===== src/design/wef_pkg.sv =====
// wef_pkg: shared types and constants of the windowed ema filter
// used by the cell, the update unit, the top level and the checker
`default_nettype none

package wef_pkg;

  localparam int WINDOW_DEFAULT = 10;
  localparam int SAMPLE_W       = 16;
  localparam int ALPHA_W        = 16;

  typedef logic signed [SAMPLE_W-1:0] sample_t;
  typedef logic [ALPHA_W-1:0]         alpha_t;

  typedef enum logic [0:0] {
    ST_IDLE,
    ST_RUN
  } state_t;

  // control of the average register
  typedef struct packed {
    logic seed;
    logic step;
  } upd_ctrl_t;

endpackage

`default_nettype wire


===== src/design/wef_cell.sv =====
// wef_cell: one sample cell of the window delay line
// depends on wef_pkg for the sample type
`default_nettype none

module wef_cell (
  input  wire logic              clk,
  input  wire logic              en,
  input  wire wef_pkg::sample_t  d,
  output wef_pkg::sample_t       q
);

  always_ff @(posedge clk) begin
    if (en) begin
      q <= d;
    end
  end

endmodule

`default_nettype wire


===== config.mk =====
export PLATFORM = sky130hd
export DESIGN_NAME = wef_cell
export DESIGN_NICKNAME = d
export VERILOG_FILES = /design/src/design/wef_pkg.sv /design/src/design/wef_cell.sv
export SDC_FILE = /design/constraint.sdc
export NUM_CORES = 1
export LEC_CHECK = 0
export BUFFER_PORTS_ARGS = -buffer_cell sky130_fd_sc_hd__buf_4
export CAP_MARGIN = 5
export CORE_AREA = 5 5 43 45
export CTS_BUF_LIST = sky130_fd_sc_hd__clkbuf_4 sky130_fd_sc_hd__clkbuf_8
export CTS_CLUSTER_DIAMETER = 120
export DETAILED_ROUTE_END_ITERATION = 12
export DIE_AREA = 0 0 48 50
export PLACE_DENSITY = 0.82
export SETUP_SLACK_MARGIN = 0.4
export SKIP_LAST_GASP = 1
export SLEW_MARGIN = 40
export SYNTH_ARGS = -nofsm -noshare
export SYNTH_HDL_FRONTEND = slang
export SYNTH_SLANG_ARGS = --single-unit

===== constraint.sdc =====
create_clock -name clk -period 0.8 [get_ports clk]
set_input_delay 0.04 -clock clk [delete_from_list [all_inputs] [get_ports clk]]
set_output_delay 0.04 -clock clk [all_outputs]
set_load 0.02 [all_outputs]

# After elaboration in Yosys (flattened, before gate mapping)
# Index checks and enable logic that the tools add are counted.
# totals
reg_bits	16
input_bits	18
output_inout_bits	16
word_cells	1

# Logic depth before layout (Yosys ltp)
# Gate-level depths: netlist of the first run.
# logic_depth
depth_word	0
depth_mapped	0
depth_no_buf	0

# Least setup slack after synthesis of the first run
# OpenSTA, ideal clock, no wires.
# synth_timing
path_type	register to output
start	register q[0]
end	output q[0]
arrival_time_ns	0.449
required_time_ns	0.760
slack_ns	0.311
stages_incl_launch_ff	1
path_buffers	0
cell_sequence	edfxtp_1
# synth_rtl
item	line_no	rtl
start: declaration	wef_cell.sv:9	output wef_pkg::sample_t q
start signal: assignment	wef_cell.sv:14	q <= d;
# No word-level cell between the ends.

# Worst setup path after layout of the first run
# layout_timing
start	register q[10]
end	output q[10]
# No word-level cell between the ends.

==> flow_summary_export.csv, run 1 <==
group,metric,value,unit
finish,num-multi-input-gates,0,
detailed_routing,post_drt_wl_per_cell,13.86,um
setup_path,cp-start-kind,"flop",
finish,layout_common_cells,"17 x buf_4, 16 x buf_6, 16 x edfxtp_1",
yosys,ys_seq_area_share,100.0,%
clocking,cts_buffers,3,
global_route,grt_pass1_wl,1414,um
yosys,synthXorXnorAreaFrac,0,%
timing,clock.fmax,1.156,GHz
setup_path,max_stage_delay,400,ps
finish,reg_top3,"q: 16 flops",
floorplan,die_width,48,um
timing,max-slew-margin-rel,86.98,%
timing,fin_ws,-64.72,ps
floorplan,fp.dieH,50,um
global_route,gr-total-overflow,0,
yosys,synthMuxAreaShare,0,%
finish,instances_no_fill,69,
clocking,clk_path_buf_depth,2,
setup_path,crit_chain,"buf_6",
setup_path,cp.depth,1,
worst_hold_path,min_from,"d[15]",
finish,largest_reg_flops,16,
setup_path,critPathLaunch,"q[10]$_DFFE_PP_",
floorplan,rows,14,
timing,min_period_over_period,108.1,%
setup_path,critical_path_class,"flop to primary output",
yosys,synth_cell_types,1,
detailed_routing,ant_nets,0,
floorplan,core,1436,sq um
clocking,root_buffer,"clkbuf_4",
timing,hold_viol_final,16,
yosys,synth_fp_nets,34,
placement,place_ws,220.9,ps
pwr,ir_drop,1005,uV
clocking,post_cts_buffers,0,
clocking,tritoncts,"done",
floorplan,die_area,2400,sq um
floorplan,start_util,33.45,%
finish,stdcell_area,834.6,sq um
yosys,syn_avg_cell_area,30.03,sq um
setup_path,critPathCapture,"q[10]",
yosys,ys_warn_count,0,
worst_hold_path,hold_class,"input port to flop",
floorplan,io_pins,34,
setup_path,worst_setup_path_end_kind,"primary output",
pwr,power_density,2064,nW/um^2
timing,rsz0062_at_grt,"yes",
finish,nets,72,
detailed_routing,drtIter0Drc,0,
placement,portBuffers,33,
yosys,yosys.area_share.simple,0,%
finish,multi_input_area,0,sq um
detailed_routing,drc,0,
yosys,syn_inst,16,
run_status,failed_checks,"negative hold slack, negative setup slack",
clocking,cts_sinks,16,
finish,antennaDiodeCount,0,
setup_path,cp.required,760,ps
finish,layout_commonest_cell,"buf_4",
flow_run,drv_cap,0,
timing,tightest_slew,195.3,ps
global_route,grt_max_degree,17,
setup_path,critPathArrivalTime,820,ps
timing,final_max_slew_viol_count,0,
pwr,leakage,0.3504,nW
detailed_routing,dr.pass1.iters,1,
setup_path,cpMaxStageDelayCell,"edfxtp_1",
detailed_routing,drt-vias-per-instance,4.174,
setup_path,critPathMaxFanout,1,
timing,hold_slack,-66.10,ps
timing,setup_viol,16,
finish,area_growth,73.70,%
clocking,cts.clk_slew.worst_paths,90,ps
placement,dpl-instance-area,748.2,sq um
placement,gp_congestion,0.6313,
finish,fillCellCount,122,
global_route,grt_util_all_layers,9.027,%
yosys,synth_compound_area_share,0,%
global_route,grt_pass1_vias,301,
timing,tns,-711.3,ps
global_route,antenna_found_initial,0,
setup_path,worst_path_dominant_cell_family,"flip-flops",
finish,utilization,58.10,%
setup_path,crit_buf_inv,1,
clocking,htreeDepth,1,
detailed_routing,vias,288,
timing,period_minus_slack,864.7,ps
yosys,syn-cell-area,480.5,sq um
yosys,synthAdderAreaFrac,0,%
finish,drive_above_1_share,67.92,%
run_status,outcome,"finished with violations",
detailed_routing,wl,956,um
finish,largest_register,"q",
placement,placedCellCount,65,
yosys,ys_seq_elements,16,
[what timing repair did]
item | CTS | global route
hold endpoints to repair | 16 | 16
endpoints found under the setup margin | 16 | 16
gates resized for setup | 13 | 3
[how the worst min path moves through the flow]
stage | cells past startpoint | slack [ps] | endpoint
global route | 1 | -90 | q[14]$_DFFE_PP_
global placement | 1 | 220 | q[15]$_DFFE_PP_
floorplan | 0 | 140 | q[0]$_DFFE_PP_
CTS | 1 | -90 | q[11]$_DFFE_PP_
finish | 1 | -70 | q[15]$_DFFE_PP_
detailed placement | 1 | 220 | q[3]$_DFFE_PP_
[cell usage after synthesis]
cell type | number | area (sq um)
edfxtp_1 | 16 | 480.5
[logic make-up after synthesis]
logic type  count (synthesis)
flip-flops                 16
[layout make-up]
type | count | area, sq um | share of cell area (%)
well taps | 16 | 20.02 | 2.399
repair buffers | 33 | 307.8 | 36.88
clock inverters | 1 | 3.754 | 0.4498
flip-flops and latches | 16 | 480.5 | 57.57
clock buffers | 3 | 22.52 | 2.699
[through the flow]
| step | total power, mW | hold WS (ps) |
|---|---|---|
| 2_1_floorplan | 1.119 | 138.9 |
| 3_3_place_gp | 1.285 | 218.1 |
| 3_5_place_dp | 1.294 | 219.6 |
| 4_1_cts | 1.760 | -86.12 |
| 5_1_grt | 1.809 | -89.53 |
| 6_report | 1.722 | -66.10 |
[layer usage]
layer	track usage [%]	up-vias	share of wire (%)
met5	0	-	0
met4	6.726	0	0
met3	4.000	0	12
met2	14.32	19	56
met1	8.585	129	32
li1	-	140	-
[power by group]
group	internal [mW]	total, mW	switching [mW]	leakage, nW
combinational	0.166	0.294	0.129	0.178
sequential	0.996	1.02	0.0279	0.157
clock	0.181	0.404	0.223	0.0154
total	1.34	1.72	0.380	0.350
Power figures use the tool's default switching activity.
==> inputs of run 2 (changes only) <==
CORE_AREA = 5 5 45 47   (was 5 5 43 45)
CTS_BUF_LIST = unset   (was sky130_fd_sc_hd__clkbuf_4 sky130_fd_sc_hd__clkbuf_8)
DIE_AREA = 0 0 50 52   (was 0 0 48 50)
PLACE_DENSITY = 0.77   (was 0.82)
==> run 2 against run 1 <==
Effect of this change: the flow still finishes with violations (negative hold slack, negative setup slack); sequential share of layout area rose by 0.17 points; cell area shrank 0.30%; critical path depth unchanged; hold slack worse by 1.8 ps; clock-buffer cell count is the same; routed wire length increased by 11%; critical endpoint unchanged; highest routed layer is now met4.
==> flow_summary_export.csv, run 2 (same netlist as run 1, synthesis figures left out) <==
group,metric,value,unit
floorplan,die_area,2600,sq um
clocking,root_buffer,"clkbuf_4",
global_route,grt_util_all_layers,8.825,%
timing,clock.fmax,1.148,GHz
setup_path,max_stage_delay,400,ps
setup_path,cpMaxStageDelayCell,"edfxtp_1",
clocking,htreeDepth,1,
setup_path,critPathArrivalTime,830,ps
run_status,outcome,"finished with violations",
floorplan,die_width,50,um
detailed_routing,vias,277,
finish,multi_input_area,0,sq um
clocking,cts_buffers,3,
finish,layout_common_cells,"17 x buf_4, 16 x buf_6, 16 x edfxtp_1",
setup_path,crit_chain,"buf_6",
setup_path,critical_path_class,"flop to primary output",
finish,utilization,51.55,%
finish,num-multi-input-gates,0,
timing,period_minus_slack,870.9,ps
clocking,cts.clk_slew.worst_paths,90,ps
setup_path,cp.required,760,ps
placement,gp_congestion,0.6309,
detailed_routing,drc,0,
setup_path,worst_path_dominant_cell_family,"flip-flops",
global_route,grt_pass1_wl,1552,um
timing,fin_ws,-70.89,ps
timing,max-slew-margin-rel,87.14,%
detailed_routing,post_drt_wl_per_cell,15.42,um
timing,final_max_slew_viol_count,0,
clocking,tritoncts,"done",
global_route,gr-total-overflow,0,
finish,antennaDiodeCount,0,
placement,portBuffers,33,
timing,rsz0062_at_grt,"yes",
timing,setup_viol,16,
detailed_routing,ant_nets,0,
clocking,clk_path_buf_depth,2,
setup_path,worst_setup_path_end_kind,"primary output",
pwr,ir_drop,699.4,uV
pwr,power_density,2063,nW/um^2
global_route,antenna_found_initial,0,
worst_hold_path,hold_class,"input port to flop",
timing,tightest_slew,192.8,ps
finish,largest_register,"q",
setup_path,crit_buf_inv,1,
finish,largest_reg_flops,16,
floorplan,rows,15,
detailed_routing,dr.pass1.iters,4,
finish,reg_top3,"q: 16 flops",
clocking,cts_sinks,16,
detailed_routing,wl,1064,um
finish,layout_commonest_cell,"buf_4",
pwr,leakage,0.3489,nW
setup_path,critPathMaxFanout,1,
detailed_routing,drtIter0Drc,13,
timing,hold_viol_final,16,
finish,area_growth,73.18,%
floorplan,io_pins,34,
finish,nets,72,
clocking,post_cts_buffers,0,
global_route,grt_pass1_vias,317,
floorplan,fp.dieH,52,um
timing,hold_slack,-67.90,ps
setup_path,cp-start-kind,"flop",
run_status,failed_checks,"negative hold slack, negative setup slack",
detailed_routing,drt-vias-per-instance,4.014,
floorplan,core,1614,sq um
floorplan,start_util,29.77,%
finish,drive_above_1_share,69.23,%
global_route,grt_max_degree,17,
flow_run,drv_cap,0,
timing,min_period_over_period,108.9,%
==> run 2: layout make-up <==
type / count / area [sq um]
well taps: 17 / 21.27
clock buffers: 3 / 22.52
repair buffers: 33 / 307.8
flip-flops and latches: 16 / 480.5
fillers: 140 / 782.0
==> run 2: path summary, 6_finish.rpt <==
path | start | cells past startpoint | end | slack (ps)
worst max-delay path | q[10]$_DFFE_PP_ | 1 | q[10] | -70
worst min-delay path | d[1] | 1 | q[1]$_DFFE_PP_ | -70
==> run 2: where the power goes <==
| group | internal, mW | switching, mW |
|---|---|---|
| Clock | 0.174 | 0.221 |
| Sequential | 0.997 | 0.0291 |
| Combinational | 0.166 | 0.130 |
| Total | 1.34 | 0.380 |
==> run 2: metal layers <==
layer | routed length, um | global-route usage (%) | up-vias
met5 | 0 | 0 | -
met4 | 21 | 9.170 | 0
met1 | 298 | 8.257 | 127
li1 | - | - | 138
met2 | 685 | 15.48 | 10
met3 | 58 | 1.433 | 2
==> run 2: repair_timing <==
| action | 4_1_cts | 5_1_grt |
|---|---|---|
| endpoints found under the setup margin | 16 | 16 |
| hold endpoints to repair | 16 | 16 |
| resized for setup | 14 | 2 |
==> run 2: stage by stage <==
| step | setup WS, ps | instance area (sq um) | cells | power [mW] | TNS, ps |
|---|---|---|---|---|---|
| floorplan | 310.5 | 480.5 | 16 | 1.119 | 0 |
| CTS | -78.49 | 824.5 | 69 | 1.728 | -922.4 |
| global placement | 242.5 | 749.5 | 66 | 1.286 | 0 |
| detailed placement | 228.7 | 749.5 | 66 | 1.294 | 0 |
| global route | -112.7 | 832.0 | 69 | 1.789 | -1400 |
| finish | -70.89 | 832.0 | 69 | 1.716 | -741.3 |
==> inputs of run 3 (changes only) <==
HOLD_SLACK_MARGIN = 0.08   (was unset)
MAX_ROUTING_LAYER = met4   (was unset)
==> run 3 against run 2 <==
Effect of this change: the run still ends with negative hold slack, negative setup slack left; sequential power barely moved; non-clock buffer count stayed put; sequential share of layout area unchanged; worst setup slack is essentially flat; combinational power is essentially flat; global-route usage rose by 0.23 points; critical endpoint unchanged.
==> flow_summary_export.csv, run 3 (same netlist as run 1, synthesis figures left out) <==
group,metric,value,unit
pwr,ir_drop,699.4,uV
global_route,antenna_found_initial,0,
clocking,htreeDepth,1,
clocking,cts_buffers,3,
global_route,grt_max_degree,17,
detailed_routing,wl_met3,64,um
timing,rsz0062_at_grt,"yes",
finish,utilization,51.55,%
finish,area_growth,73.18,%
clocking,clk_path_buf_depth,2,
finish,nets,72,
placement,gp_congestion,0.6359,
global_route,grt_util_all_layers,9.057,%
placement,portBuffers,33,
global_route,gr-total-overflow,0,
pwr,power_density,2062,nW/um^2
global_route,grt_pass1_vias,316,
finish,drive_above_1_share,69.23,%
detailed_routing,wl,1069,um
detailed_routing,ant_nets,0,
setup_path,crit_chain,"buf_6",
floorplan,start_util,29.77,%
clocking,cts.clk_slew.worst_paths,90,ps
run_status,outcome,"finished with violations",
detailed_routing,drtIter0Drc,13,
setup_path,cp.required,760,ps
setup_path,cp-start-kind,"flop",
clocking,root_buffer,"clkbuf_4",
timing,hold_slack,-67.52,ps
finish,num-multi-input-gates,0,
setup_path,crit_buf_inv,1,
detailed_routing,vias,277,
finish,reg_top3,"q: 16 flops",
detailed_routing,top_layer,"met4",
finish,layout_commonest_cell,"buf_4",
clocking,cts_sinks,16,
floorplan,io_pins,34,
detailed_routing,wl_met1,297,um
setup_path,critPathArrivalTime,830,ps
setup_path,cp.depth,1,
timing,setup_viol,16,
timing,final_max_slew_viol_count,0,
finish,stdcell_area,832.0,sq um
finish,antennaDiodeCount,0,
finish,layout_common_cells,"17 x buf_4, 16 x buf_6, 16 x edfxtp_1",
detailed_routing,wl_met2,685,um
worst_hold_path,hold_class,"input port to flop",
setup_path,max_stage_delay,400,ps
setup_path,critPathMaxFanout,1,
pwr,leakage,0.3489,nW
finish,multi_input_area,0,sq um
floorplan,die_area,2600,sq um
floorplan,fp.dieH,52,um
run_status,failed_checks,"negative hold slack, negative setup slack",
floorplan,rows,15,
setup_path,worst_path_dominant_cell_family,"flip-flops",
floorplan,core,1614,sq um
setup_path,cpMaxStageDelayCell,"edfxtp_1",
setup_path,worst_setup_path_end_kind,"primary output",
timing,fin_ws,-70.51,ps
detailed_routing,dr.pass1.iters,4,
timing,period_minus_slack,870.5,ps
timing,hold_viol_final,16,
timing,min_period_over_period,108.8,%
finish,largest_reg_flops,16,
finish,fillCellCount,140,
worst_hold_path,hold_depth,1,
detailed_routing,drc,0,
flow_run,drv_cap,0,
global_route,grt_pass1_wl,1552,um
timing,clock.fmax,1.149,GHz
finish,largest_register,"q",
placement,place_ws,228.7,ps
detailed_routing,post_drt_wl_per_cell,15.49,um
clocking,tritoncts,"done",
finish,seq_area,480.5,sq um
setup_path,critical_path_class,"flop to primary output",
detailed_routing,drt-vias-per-instance,4.014,
timing,tightest_slew,192.9,ps
floorplan,die_width,50,um
timing,max-slew-margin-rel,87.14,%
placement,dpl-instance-area,749.5,sq um
==> run 3: cell counts in the layout (fill, tap and decap cells not counted) <==
No cell type changed its count.
==> run 3: final cells by class <==
cell class | instances | area share [%]
Timing Repair Buffer | 33 | 36.99
Clock buffer | 3 | 2.707
Tap cell | 17 | 2.556
Sequential cell | 16 | 57.74
==> run 3: path summary, 6_finish.rpt <==
kind,startpoint,to,slack (ps)
min,d[1],q[1]$_DFFE_PP_,-70
max,q[10]$_DFFE_PP_,q[10],-70
==> run 3: where the power goes <==
| part | internal [mW] | switching, mW | total, mW |
|---|---|---|---|
| Sequential | 0.997 | 0.0291 | 1.03 |
| Combinational | 0.166 | 0.130 | 0.296 |
| Clock | 0.174 | 0.220 | 0.395 |
==> run 3: metrics by stage <==
step	TNS, ps	std cells	power, mW
floorplan	0	16	1.119
global placement	0	66	1.286
detailed placement	0	66	1.294
CTS	-922.4	69	1.728
global route	-1400	69	1.789
finish	-735.3	69	1.716
==> run 3: layer usage <==
| layer | GRT usage [%] | vias to the layer above |
|---|---|---|
| met1 | 8.257 | 127 |
| met4 | 9.170 | 0 |
| met5 | - | - |
| li1 | - | 138 |
| met2 | 15.48 | 10 |
| met3 | 1.433 | 2 |
==> run 3: repair_timing <==
action | in CTS | in global routing
endpoints found under the hold margin | 16 | 16
endpoints found under the setup margin | 16 | 16
buffers inserted | 0 | 0
gates resized for setup | 14 | 2
